File: src/rtl/sfs_pkg.sv
package sfs_pkg;

  // store size and derived widths
  localparam int MAX_FRACTIONS = 16;
  localparam int IDX_W         = $clog2(MAX_FRACTIONS);
  localparam int CNT_W         = $clog2(MAX_FRACTIONS + 1);
  localparam int VAL_W         = 16;
  localparam int SWAP_W        = 6;
  localparam int POS_W         = 6;
  localparam int SUM_W         = VAL_W + 1;
  localparam int PROD_W        = 2 * VAL_W;

  localparam logic [SWAP_W-1:0] SWAP_MAX = '1;

  // input word
  typedef struct packed {
    logic [VAL_W-1:0] numerator;
    logic [VAL_W-1:0] denominator;
    logic             final_item;
  } in_word_t;

  // result word
  typedef struct packed {
    logic [VAL_W-1:0]  sorted_numerator;
    logic [VAL_W-1:0]  sorted_denominator;
    logic [SWAP_W-1:0] swap_count;
    logic [POS_W-1:0]  source_position;
    logic              end_of_list;
  } out_word_t;

  // one stored fraction
  typedef struct packed {
    logic [VAL_W-1:0]  num;
    logic [VAL_W-1:0]  den;
    logic [SWAP_W-1:0] swaps;
    logic [POS_W-1:0]  src;
  } entry_t;

  // saturating swap count increment
  function automatic entry_t bump(input entry_t e);
    entry_t r;
    r = e;
    if (e.swaps != SWAP_MAX) begin
      r.swaps = e.swaps + SWAP_W'(1);
    end
    return r;
  endfunction

endpackage

File: src/rtl/cantor_order_fraction_sorter_top.sv
// Fraction sorter with per-entry swap counts.
// Input channel in_valid/in_ready/in_word carries one fraction per word; the
// word flagged final_item closes the list. Up to 16 fractions are kept in a
// row of cells; words beyond that are dropped (a dropped final word still
// closes the list). Non-final words are taken one per cycle.
// After the final word the row runs a bubble sort: n-1 passes, each a full
// rotation of the 16 cells. Each compare first registers the cross products
// and then makes the exchange. After the sort, one result word per cycle
// leaves through the output register on out_valid/out_ready/out_word while
// the receiver is ready, end_of_list on the last.
// in_ready is low from the final word until the last result is registered;
// a new list may be loaded while that last result still waits.
// A stalled receiver holds the output register and freezes the row.
// Reset (rst_n low, synchronous) empties the store and drops any pending
// result.
module cantor_order_fraction_sorter_top (
  input  logic                clk,
  input  logic                rst_n,
  input  logic                in_valid,
  output logic                in_ready,
  input  sfs_pkg::in_word_t   in_word,
  output logic                out_valid,
  input  logic                out_ready,
  output sfs_pkg::out_word_t  out_word
);

  localparam int N     = sfs_pkg::MAX_FRACTIONS;
  localparam int IDX_W = sfs_pkg::IDX_W;
  localparam int CNT_W = sfs_pkg::CNT_W;

  typedef enum logic [4:0] {
    S_LOAD = 5'b00001,
    S_MUL  = 5'b00010,
    S_CMP  = 5'b00100,
    S_ROT  = 5'b01000,
    S_EMIT = 5'b10000
  } state_t;

  state_t             state_r, state_nxt;
  logic [CNT_W-1:0]   cnt_r, cnt_nxt;
  logic [IDX_W-1:0]   pass_r, pass_nxt;
  logic [IDX_W-1:0]   step_r, step_nxt;
  logic               out_valid_r, out_valid_nxt;
  sfs_pkg::out_word_t out_word_r;

  sfs_pkg::entry_t    cells [N];
  sfs_pkg::entry_t    shift_in [N];
  sfs_pkg::entry_t    load_entry;
  sfs_pkg::entry_t    head_in;
  sfs_pkg::entry_t    tail_in;
  sfs_pkg::entry_t    winner;
  sfs_pkg::entry_t    loser;

  logic               accept;
  logic               room;
  logic [CNT_W-1:0]   n_after;
  logic [CNT_W-1:0]   cmp_len;
  logic               a_first;
  logic               cmp_step;
  logic               emit_go;
  logic               shift_en;

  assign in_ready  = (state_r == S_LOAD);
  assign accept    = in_valid && in_ready;
  assign room      = (cnt_r < CNT_W'(N));
  assign n_after   = room ? cnt_r + CNT_W'(1) : cnt_r;
  assign cmp_len   = cnt_r - CNT_W'(1) - CNT_W'(pass_r);
  assign cmp_step  = (state_r == S_CMP);
  assign emit_go   = (state_r == S_EMIT) && (!out_valid_r || out_ready);
  assign shift_en  = cmp_step || (state_r == S_ROT) || emit_go;

  // new entry for the next free cell
  always_comb begin
    load_entry.num   = in_word.numerator;
    load_entry.den   = in_word.denominator;
    load_entry.swaps = '0;
    load_entry.src   = sfs_pkg::POS_W'(cnt_r);
  end

  // compare cell 1 against the carried entry in cell 0
  sfs_cmp u_cmp (
    .clk     (clk),
    .mul_en  (state_r == S_MUL),
    .a       (cells[1]),
    .b       (cells[0]),
    .a_first (a_first)
  );

  // exchange: the earlier entry goes to the tail, the other stays in front
  always_comb begin
    if (a_first) begin
      winner = sfs_pkg::bump(cells[1]);
      loser  = sfs_pkg::bump(cells[0]);
    end else begin
      winner = cells[0];
      loser  = cells[1];
    end
    head_in = cmp_step ? loser  : cells[1];
    tail_in = cmp_step ? winner : cells[0];
  end

  // row of cells: on a shift each middle cell takes its right-hand neighbour, head and tail take the exchange outputs
  for (genvar k = 0; k < N; k++) begin : g_cell
    if (k == N - 1) begin : g_tail
      assign shift_in[k] = tail_in;
    end else if (k == 0) begin : g_head
      assign shift_in[k] = head_in;
    end else begin : g_mid
      assign shift_in[k] = cells[k+1];
    end

    sfs_cell u_cell (
      .clk        (clk),
      .load_en    (accept && room && (cnt_r[IDX_W-1:0] == IDX_W'(k))),
      .load_entry (load_entry),
      .shift_en   (shift_en),
      .shift_in   (shift_in[k]),
      .entry_r    (cells[k])
    );
  end

  // sequencer: load, sort passes, emit
  always_comb begin
    state_nxt = state_r;
    cnt_nxt   = cnt_r;
    pass_nxt  = pass_r;
    step_nxt  = step_r;
    unique case (state_r)
      S_LOAD: begin
        if (accept) begin
          cnt_nxt  = n_after;
          pass_nxt = '0;
          step_nxt = '0;
          if (in_word.final_item) begin
            state_nxt = (n_after >= CNT_W'(2)) ? S_MUL : S_EMIT;
          end
        end
      end
      S_MUL: begin
        state_nxt = S_CMP;
      end
      S_CMP: begin
        step_nxt  = step_r + IDX_W'(1);
        state_nxt = ((CNT_W'(step_r) + CNT_W'(1)) < cmp_len) ? S_MUL : S_ROT;
      end
      S_ROT: begin
        if (step_r == IDX_W'(N - 1)) begin
          step_nxt = '0;
          pass_nxt = pass_r + IDX_W'(1);
          state_nxt = ((CNT_W'(pass_r) + CNT_W'(2)) == cnt_r) ? S_EMIT : S_MUL;
        end else begin
          step_nxt = step_r + IDX_W'(1);
        end
      end
      S_EMIT: begin
        if (emit_go) begin
          step_nxt = step_r + IDX_W'(1);
          if ((CNT_W'(step_r) + CNT_W'(1)) == cnt_r) begin
            cnt_nxt   = '0;
            step_nxt  = '0;
            state_nxt = S_LOAD;
          end
        end
      end
      default: begin
        state_nxt = S_LOAD;
      end
    endcase
  end

  // output register valid
  always_comb begin
    if (emit_go) begin
      out_valid_nxt = 1'b1;
    end else if (out_ready) begin
      out_valid_nxt = 1'b0;
    end else begin
      out_valid_nxt = out_valid_r;
    end
  end

  // control registers
  always_ff @(posedge clk) begin
    if (!rst_n) begin
      state_r     <= S_LOAD;
      cnt_r       <= '0;
      pass_r      <= '0;
      step_r      <= '0;
      out_valid_r <= 1'b0;
    end else begin
      state_r     <= state_nxt;
      cnt_r       <= cnt_nxt;
      pass_r      <= pass_nxt;
      step_r      <= step_nxt;
      out_valid_r <= out_valid_nxt;
    end
  end

  // output payload from the head cell
  always_ff @(posedge clk) begin
    if (emit_go) begin
      out_word_r.sorted_numerator   <= cells[0].num;
      out_word_r.sorted_denominator <= cells[0].den;
      out_word_r.swap_count         <= cells[0].swaps;
      out_word_r.source_position    <= cells[0].src;
      out_word_r.end_of_list        <= (CNT_W'(step_r) + CNT_W'(1)) == cnt_r;
    end
  end

  assign out_valid = out_valid_r;
  assign out_word  = out_word_r;

endmodule

File: src/rtl/sfs_cell.sv
module sfs_cell (
  input  logic           clk,
  input  logic           load_en,
  input  sfs_pkg::entry_t load_entry,
  input  logic           shift_en,
  input  sfs_pkg::entry_t shift_in,
  output sfs_pkg::entry_t entry_r
);

  // entry register: direct load from the input side, else take the neighbour
  always_ff @(posedge clk) begin
    if (load_en) begin
      entry_r <= load_entry;
    end else if (shift_en) begin
      entry_r <= shift_in;
    end
  end

endmodule

File: src/rtl/sfs_cmp.sv
module sfs_cmp (
  input  logic            clk,
  input  logic            mul_en,
  input  sfs_pkg::entry_t a,
  input  sfs_pkg::entry_t b,
  output logic            a_first
);

  logic [sfs_pkg::PROD_W-1:0] prod_a_r;
  logic [sfs_pkg::PROD_W-1:0] prod_b_r;
  logic [sfs_pkg::SUM_W-1:0]  sum_a;
  logic [sfs_pkg::SUM_W-1:0]  sum_b;

  // cross products, registered before the decision
  always_ff @(posedge clk) begin
    if (mul_en) begin
      prod_a_r <= a.num * b.den;
      prod_b_r <= b.num * a.den;
    end
  end

  assign sum_a = sfs_pkg::SUM_W'(a.num) + sfs_pkg::SUM_W'(a.den);
  assign sum_b = sfs_pkg::SUM_W'(b.num) + sfs_pkg::SUM_W'(b.den);

  // ordering rules: equal value, then sum, then numerator by sum parity
  always_comb begin
    if (prod_a_r == prod_b_r) begin
      a_first = a.num < b.num;
    end else if (sum_a != sum_b) begin
      a_first = sum_a < sum_b;
    end else if (!sum_a[0]) begin
      a_first = a.num < b.num;
    end else begin
      a_first = a.num > b.num;
    end
  end

endmodule

File: config.mk
export PLATFORM = sky130hd
export DESIGN_NAME = cantor_order_fraction_sorter_top
export DESIGN_NICKNAME = d
export VERILOG_FILES = /design/src/rtl/sfs_pkg.sv /design/src/rtl/cantor_order_fraction_sorter_top.sv /design/src/rtl/sfs_cell.sv /design/src/rtl/sfs_cmp.sv
export SDC_FILE = /design/constraint.sdc
export NUM_CORES = 2
export LEC_CHECK = 0
export BUFFER_PORTS_ARGS = -buffer_cell sky130_fd_sc_hd__buf_2
export CORE_ASPECT_RATIO = 0.8
export CORE_MARGIN = 2
export CORE_UTILIZATION = 55
export DETAILED_ROUTE_END_ITERATION = 10
export GPL_ROUTABILITY_DRIVEN = 1
export PLACE_DENSITY = 0.83
export SYNTH_ARGS = -nofsm -noshare
export SYNTH_HDL_FRONTEND = slang
export SYNTH_SLANG_ARGS = --single-unit
File: constraint.sdc
create_clock -name clk -period 18.75 [get_ports clk]
set_input_delay 1.875 -clock clk [delete_from_list [all_inputs] [get_ports clk]]
set_output_delay 1.875 -clock clk [all_outputs]
set_load 0.03 [all_outputs]
Yosys cells after proc, flatten, opt, wreduce, memory -nomap -nowiden
Index checks and enable logic that the tools add are counted.
{ "op_classes": {"n_eq_ne": 35, "n_mux": 64, "div": 0, "shifts": 0, "addsub": 11, "multipliers": 2, "reduce_logical": 51, "order_cmp": 6, "n_bitwise": 0} }
{ "ops": {"columns": ["cell", "count"], "rows": [
  ["$mux W44", 36],
  ["$mul A16 B16 Y32", 2],
  ["$mux W5", 11],
  ["$reduce_bool A2 Y1", 19],
  ["$eq A4 B4 Y1 const B", 9],
  ["$add A16 B16 Y17", 2],
  ["$eq A32 B32 Y1", 1],
  ["$pmux W5 S5", 1],
  ["$mux W4", 6],
  ["$logic_and A1 B1 Y1", 19],
  ["$lt A17 B17 Y1", 1],
  ["$ne A17 B17 Y1", 1],
  ["$eq A4 B3 Y1 const B", 4],
  ["$gt A16 B16 Y1", 1],
  ["$lt A16 B16 Y1", 1],
  ["$pmux W4 S4", 1],
  ["$add A6 B1 Y6 const B", 2],
  ["$mux W6", 2],
  ["$ne A6 B6 Y1 const B", 2],
  ["$eq A5 B5 Y1", 2],
  ["$pmux W5 S2", 1],
  ["$add A4 B1 Y4 const B", 2],
  ["$eq A4 B2 Y1 const B", 2],
  ["$ne A2 B1 Y1 const B", 4],
  ["26 further kinds", 37]
]} }
{ "totals": {"mem_count": 0, "ramBits": 0, "output_inout_bits": 47, "word_cells": 261, "regBits": 832, "inputBits": 37, "latchBits": 0, "rom_bits": 0} }

Longest topological paths before layout
{ "depth": {"depth_word": 8, "mapped_depth": 26, "ltp_nobuf": 23} }

Cells and area by module
A second synthesis with hierarchy kept.
{ "unflattened": {"hier_cells": 4298, "area_unflattened_um2": 58798.9} }
{ "modules_own_cells": {"columns": ["mod", "cells_per_inst", "area_each_um2", "instances"], "rows": [
  ["sfs_cell", 94, 2060.7, 16],
  ["sfs_cmp", 2398, 21638.3, 1],
  ["cantor_order_fraction_sorter_top", 396, 4189.0, 1]
]} }

Least setup slack after synthesis
OpenSTA, ideal clock, no wires.
{ "synth_timing": {"path_type": "input to register", "start": "input port out_ready", "end": "register g_cell[13].u_cell.entry_r[0] in the netlist's numbering, enable pin", "path_buffers": 2, "slack_ns": 12.255, "required_ns": 18.267, "path_stages": 6, "t_arrival_ns": 6.012, "setup_time_ns": 0.483, "path_cell_list": "nor2b_1 -> nor2_1 -> nor2_1 -> clkbuf_1 -> clkbuf_1 -> o21ai_0"} }
{ "synth_between": {"elab_chain_cells": 4} }
{ "synth_rtl": {"columns": ["element", "line_no", "rtl"], "rows": [
  ["start: declaration", "cantor_order_fraction_sorter_top.sv:23", "input logic out_ready,"],
  ["$logic_or A1 B1 Y1", "cantor_order_fraction_sorter_top.sv:69", "assign emit_go = (state_r == S_EMIT) && (!out_valid_r || out_ready);"],
  ["$logic_and A1 B1 Y1", "cantor_order_fraction_sorter_top.sv:69", null],
  ["named net emit_go", "cantor_order_fraction_sorter_top.sv:60", "logic emit_go;"],
  ["$logic_or A1 B1 Y1", "cantor_order_fraction_sorter_top.sv:70", "assign shift_en = cmp_step || (state_r == S_ROT) || emit_go;"],
  ["$reduce_bool A2 Y1 (no source line)", null, null],
  ["end signal: assignment", "sfs_cell.sv:13", "entry_r <= load_entry;"],
  ["end signal: assignment", "sfs_cell.sv:15", "entry_r <= shift_in;"],
  ["end: declaration", "sfs_cell.sv:7", "output sfs_pkg::entry_t entry_r"]
]} }
The timed path passes the listed nets, and every way through them passes these cells.
A chain may end at the register's enable or synchronous reset.

Worst setup path in the final report
{ "layout_timing": {"start": "register g_cell[0].u_cell.entry_r[19] in the netlist's numbering", "end": "register u_cmp.prod_a_r[31] in the netlist's numbering (data pin)"} }
{ "layout_between": {"elab_chain_cells": 1} }
{ "layout_rtl": {"columns": ["element", "line_no", "rtl"], "rows": [
  ["start: declaration", "sfs_cell.sv:7", null],
  ["start signal: assignment", "sfs_cell.sv:13", null],
  ["start signal: assignment", "sfs_cell.sv:15", null],
  ["$mul A16 B16 Y32", "sfs_cmp.sv:17", "prod_a_r <= a.num * b.den;"],
  ["end signal: assignment", "sfs_cmp.sv:17", null],
  ["end: declaration", "sfs_cmp.sv:9", "logic [sfs_pkg::PROD_W-1:0] prod_a_r;"]
]} }
Every way passes these cells.

==> impl_metrics.csv <==
group,metric,value,unit
run_status,run_status,"finished clean",
yosys,synthCells,4541,
detailed_routing,viasPerCell,6.133,
detailed_routing,dr_total_vias,35190,
timing,rsz0062_at_grt,"no",
floorplan,die_area,0.09732,mm2
yosys,ys.warnings.count,0,
yosys,syn_area_per_cell,11.48,um2
detailed_routing,dr.max_layer_used,"met5",
finish,area_delta_synth_final,7.677,%
floorplan,io_pins,84,
yosys,async_flop_share,0,%
finish,post-route-util,60.08,%
finish,num-nets-final,5159,
detailed_routing,routedWlPerCell,23.16,um
floorplan,rows,100,
placement,dpl.cell_count,5582,
yosys,synth_top_area_share,40.36,%
cts,root_buffer,"clkbuf_16",
floorplan,coreArea,0.09346,mm2
timing,setup_viol,0,
cts,cts_setup_buffers,0,
critical_path,required,19.13,ns
yosys,synth_fp_nets,5259,
yosys,synth-seq-cells,832,
floorplan,initial_core_util,55.80,%
timing,worst_pin_slew,1.264,ns
floorplan,fp.dieH,279.4,um
cts,cts_resized,0,
grt,grt_max_degree,249,
cts,cts_tree,"built",
grt,grt_use_total,27.49,%
finish,drive_gt1_share,6.613,%
timing,timing.hold.ws,0.4502,ns
critical_path,critPathArrivalTime,7.25,ns
yosys,ys.flop_type,"edfxtp_1",
timing,slew_headroom,15.57,%
yosys,synth_top_cells_by_area,"edfxtp_1 40%, fa_1 15%, a22o_1 8.6%, ha_1 7.0%, dfxtp_1 5.0%",
yosys,yosysSeqAreaShare,45.39,%
grt,grt_pass1_vias,35670,
detailed_routing,drtPass1Iterations,6,
critical_path,crit_chain,"nand2_1 -> fa_1 -> inv_1 -> fa_1 -> inv_1 -> fa_1 -> inv_1 -> fa_1 -> fa_1 -> inv_1 -> fa_1 -> inv_1 -> ha_1 -> inv_1 -> or4_1 -> o21ba_2 -> a21oi_1 -> o221ai_1 -> o21ai_0 -> o41a_1 -> a21o_1 -> a21oi_1 -> xnor2_1",
job,maxCapViolations,0,
detailed_routing,drt_iter0_drc,4137,
grt,grt_pass1_wl,207200,um
critical_path,cpPeakStageDelay,1.02,ns
yosys,synth_edf_count,701,
cts,postCtsHoldBufs,0,
detailed_routing,drt-met1-wl,53700,um
critical_path,worstSetupStartpointType,"flop",
grt,grt_overflow,0,
detailed_routing,met3_length,14930,um
timing,timing.final.crit_share,36.66,%
detailed_routing,drtAntennaViolNets,0,
finish,final_cells,5738,
critical_path,cpMaxStageDelayCell,"edfxtp_1",
worst_hold_path,hold_class,"reg -> reg",
grt,antenna_found_initial,11,
yosys,synthesis.area,0.05215,mm2
critical_path,critPathMaxFanout,19,
critical_path,end_kind,"flop",
timing,skew,0.05222,ns
cts,clk_pin_slew,0.06,ns
yosys,synth_cell_types,72,
cts,clkLatencyLatePin,0.67,ns
yosys,synth_top_area_cell,"edfxtp_1",
cts,cts.path.max_buffers,3,
detailed_routing,routed-wl-met2,59630,um
timing,fin_crit,6.874,ns
placement,dp.final_hpwl,89030,um
placement,gp_congestion,0.9172,
timing,maxSlewViolCount,0,
timing,tns,0,ns
detailed_routing,wl,132900,um
cts,cts_buffers,81,
detailed_routing,drc_errors,0,
cts,htreeDepth,3,
timing,max_clock_freq,145.5,MHz
critical_path,worstSetupPathType,"reg -> reg",
timing,hold_viol_final,0,
placement,port-buffer-count,83,
cts,cts.sinks,832,
floorplan,die_w,348.3,um
## routing by layer
metal / vias to the layer above / global-route usage, %
met1: 17330 / 38.15
met3: 289 / 6.826
met5: - / 0
met2: 2045 / 42.57
li1: 15530 / -
met4: 4 / 9.169
## final cells by class
class,count,area (um2)
fill,7024,37310
multi-input combinational,2897,25580
sequential,832,23670
clock buffer,104,2113
inverter,490,1839
tap,1224,1531
timing repair buffer,139,848.3
clock inverter,44,549.3
antenna,8,20.02
## flip-flops by register name, summed over array words and instances, names as in the netlist
signal and count:
out_valid 1, u_cmp.prod_a_r 32, out_word 45, u_cmp.prod_b_r 32, pass_r 4, state_r 5
step_r 4, g_cell.u_cell.entry_r 704, cnt_r 5
## stage by stage
step / setup slack, ns / cell area (um2)
final: 11.88 / 56160
after global routing: 11.47 / 56150
after CTS: 11.94 / 56140
after detailed placement: 11.95 / 53470
after global placement: 12.05 / 53470
after floorplan: 12.26 / 52150
## worst max-delay path, delay by kind of cell, from the launching register on
kind / cells / cell delay [ns]
AND/OR/NAND/NOR: 2 / 0.71
XOR/XNOR: 1 / 0.12
AO/OA/AOI/OAI: 7 / 1.22
flip-flops: 1 / 1.02
adder cells (fa/ha/maj): 7 / 3.09
buffers and inverters: 6 / 0.42
## worst paths after layout
check | start | endpoint | slack, ns | cells past startpoint
worst max register to register | g_cell[0].u_cell.entry_r[19] | u_cmp.prod_a_r[31] | 11.88 | 23
worst min register to register | g_cell[7].u_cell.entry_r[9] | g_cell[7].u_cell.entry_r[9] | 0.45 | 2
worst max-delay path | g_cell[0].u_cell.entry_r[19] | u_cmp.prod_a_r[31] | 11.88 | 23
worst min-delay path | g_cell[7].u_cell.entry_r[9] | g_cell[7].u_cell.entry_r[9] | 0.45 | 2
## kinds of logic (layout without fill, tap and decap cells)
| family | count (synthesis) | after routing | share of synthesized area (%) |
|---|---|---|---|
| muxes | 41 | 41 | 0.7893 |
| and+or+nand+nor | 1097 | 1097 | 9.959 |
| other | 0 | 8 | 0 |
| DFF | 832 | 832 | 45.39 |
| xor gates and xnor gates | 129 | 129 | 2.166 |
| adders and majority gates | 681 | 681 | 21.97 |
| AOI/OAI and AO/OA | 949 | 949 | 13.66 |
| buffers and inverters | 812 | 777 | 6.065 |
## cell usage after synthesis (all sizes together) (4+ instances only)
cell,number
o21bai,9
a21oi,186
or3,7
nor3,30
xor2,65
nor2,106
o21ai,94
edfxtp,701
nand4,16
a31oi,7
nor4,14
and2,275
inv,490
ha,290
o22ai,5
and3,13
a22o,511
a211oi,10
a31o,4
a2111oi,4
o211ai,6
nor3b,4
o21a,20
mux2i,40
nor2b,15
clkbuf,227
xnor2,64
a21o,55
nand2,554
fa,391
nand3,34
a22oi,5
nand2b,15
a211o,6
buf,95
dfxtp,131
## cells in the final DEF (no fill, tap or decap), types with 7 or more instances in the layout
cell / instances
a211oi_1: 10
a21o_1: 55
a21oi_1: 186
a22o_1: 511
a31oi_1: 7
and2_1: 273
and3_1: 13
buf_2: 83
buf_4: 55
bufinv_16: 8
clkbuf_1: 23
clkbuf_16: 81
clkinv_1: 15
clkinv_2: 9
dfxtp_1: 131
diode_2: 8
edfxtp_1: 701
fa_1: 391
ha_1: 290
inv_1: 490
mux2i_1: 40
nand2_1: 554
nand2b_1: 12
nand3_1: 34
nand4_1: 16
nor2_1: 91
nor2_4: 13
nor2b_1: 15
nor3_1: 26
nor4_1: 13
o21a_1: 20
o21ai_0: 83
o21ai_4: 11
o21bai_1: 9
or3_1: 7
xnor2_1: 64
xor2_1: 65
Power is not shown: default switching activity piles up to over one toggle a cycle in this logic, so the estimate is an artifact.
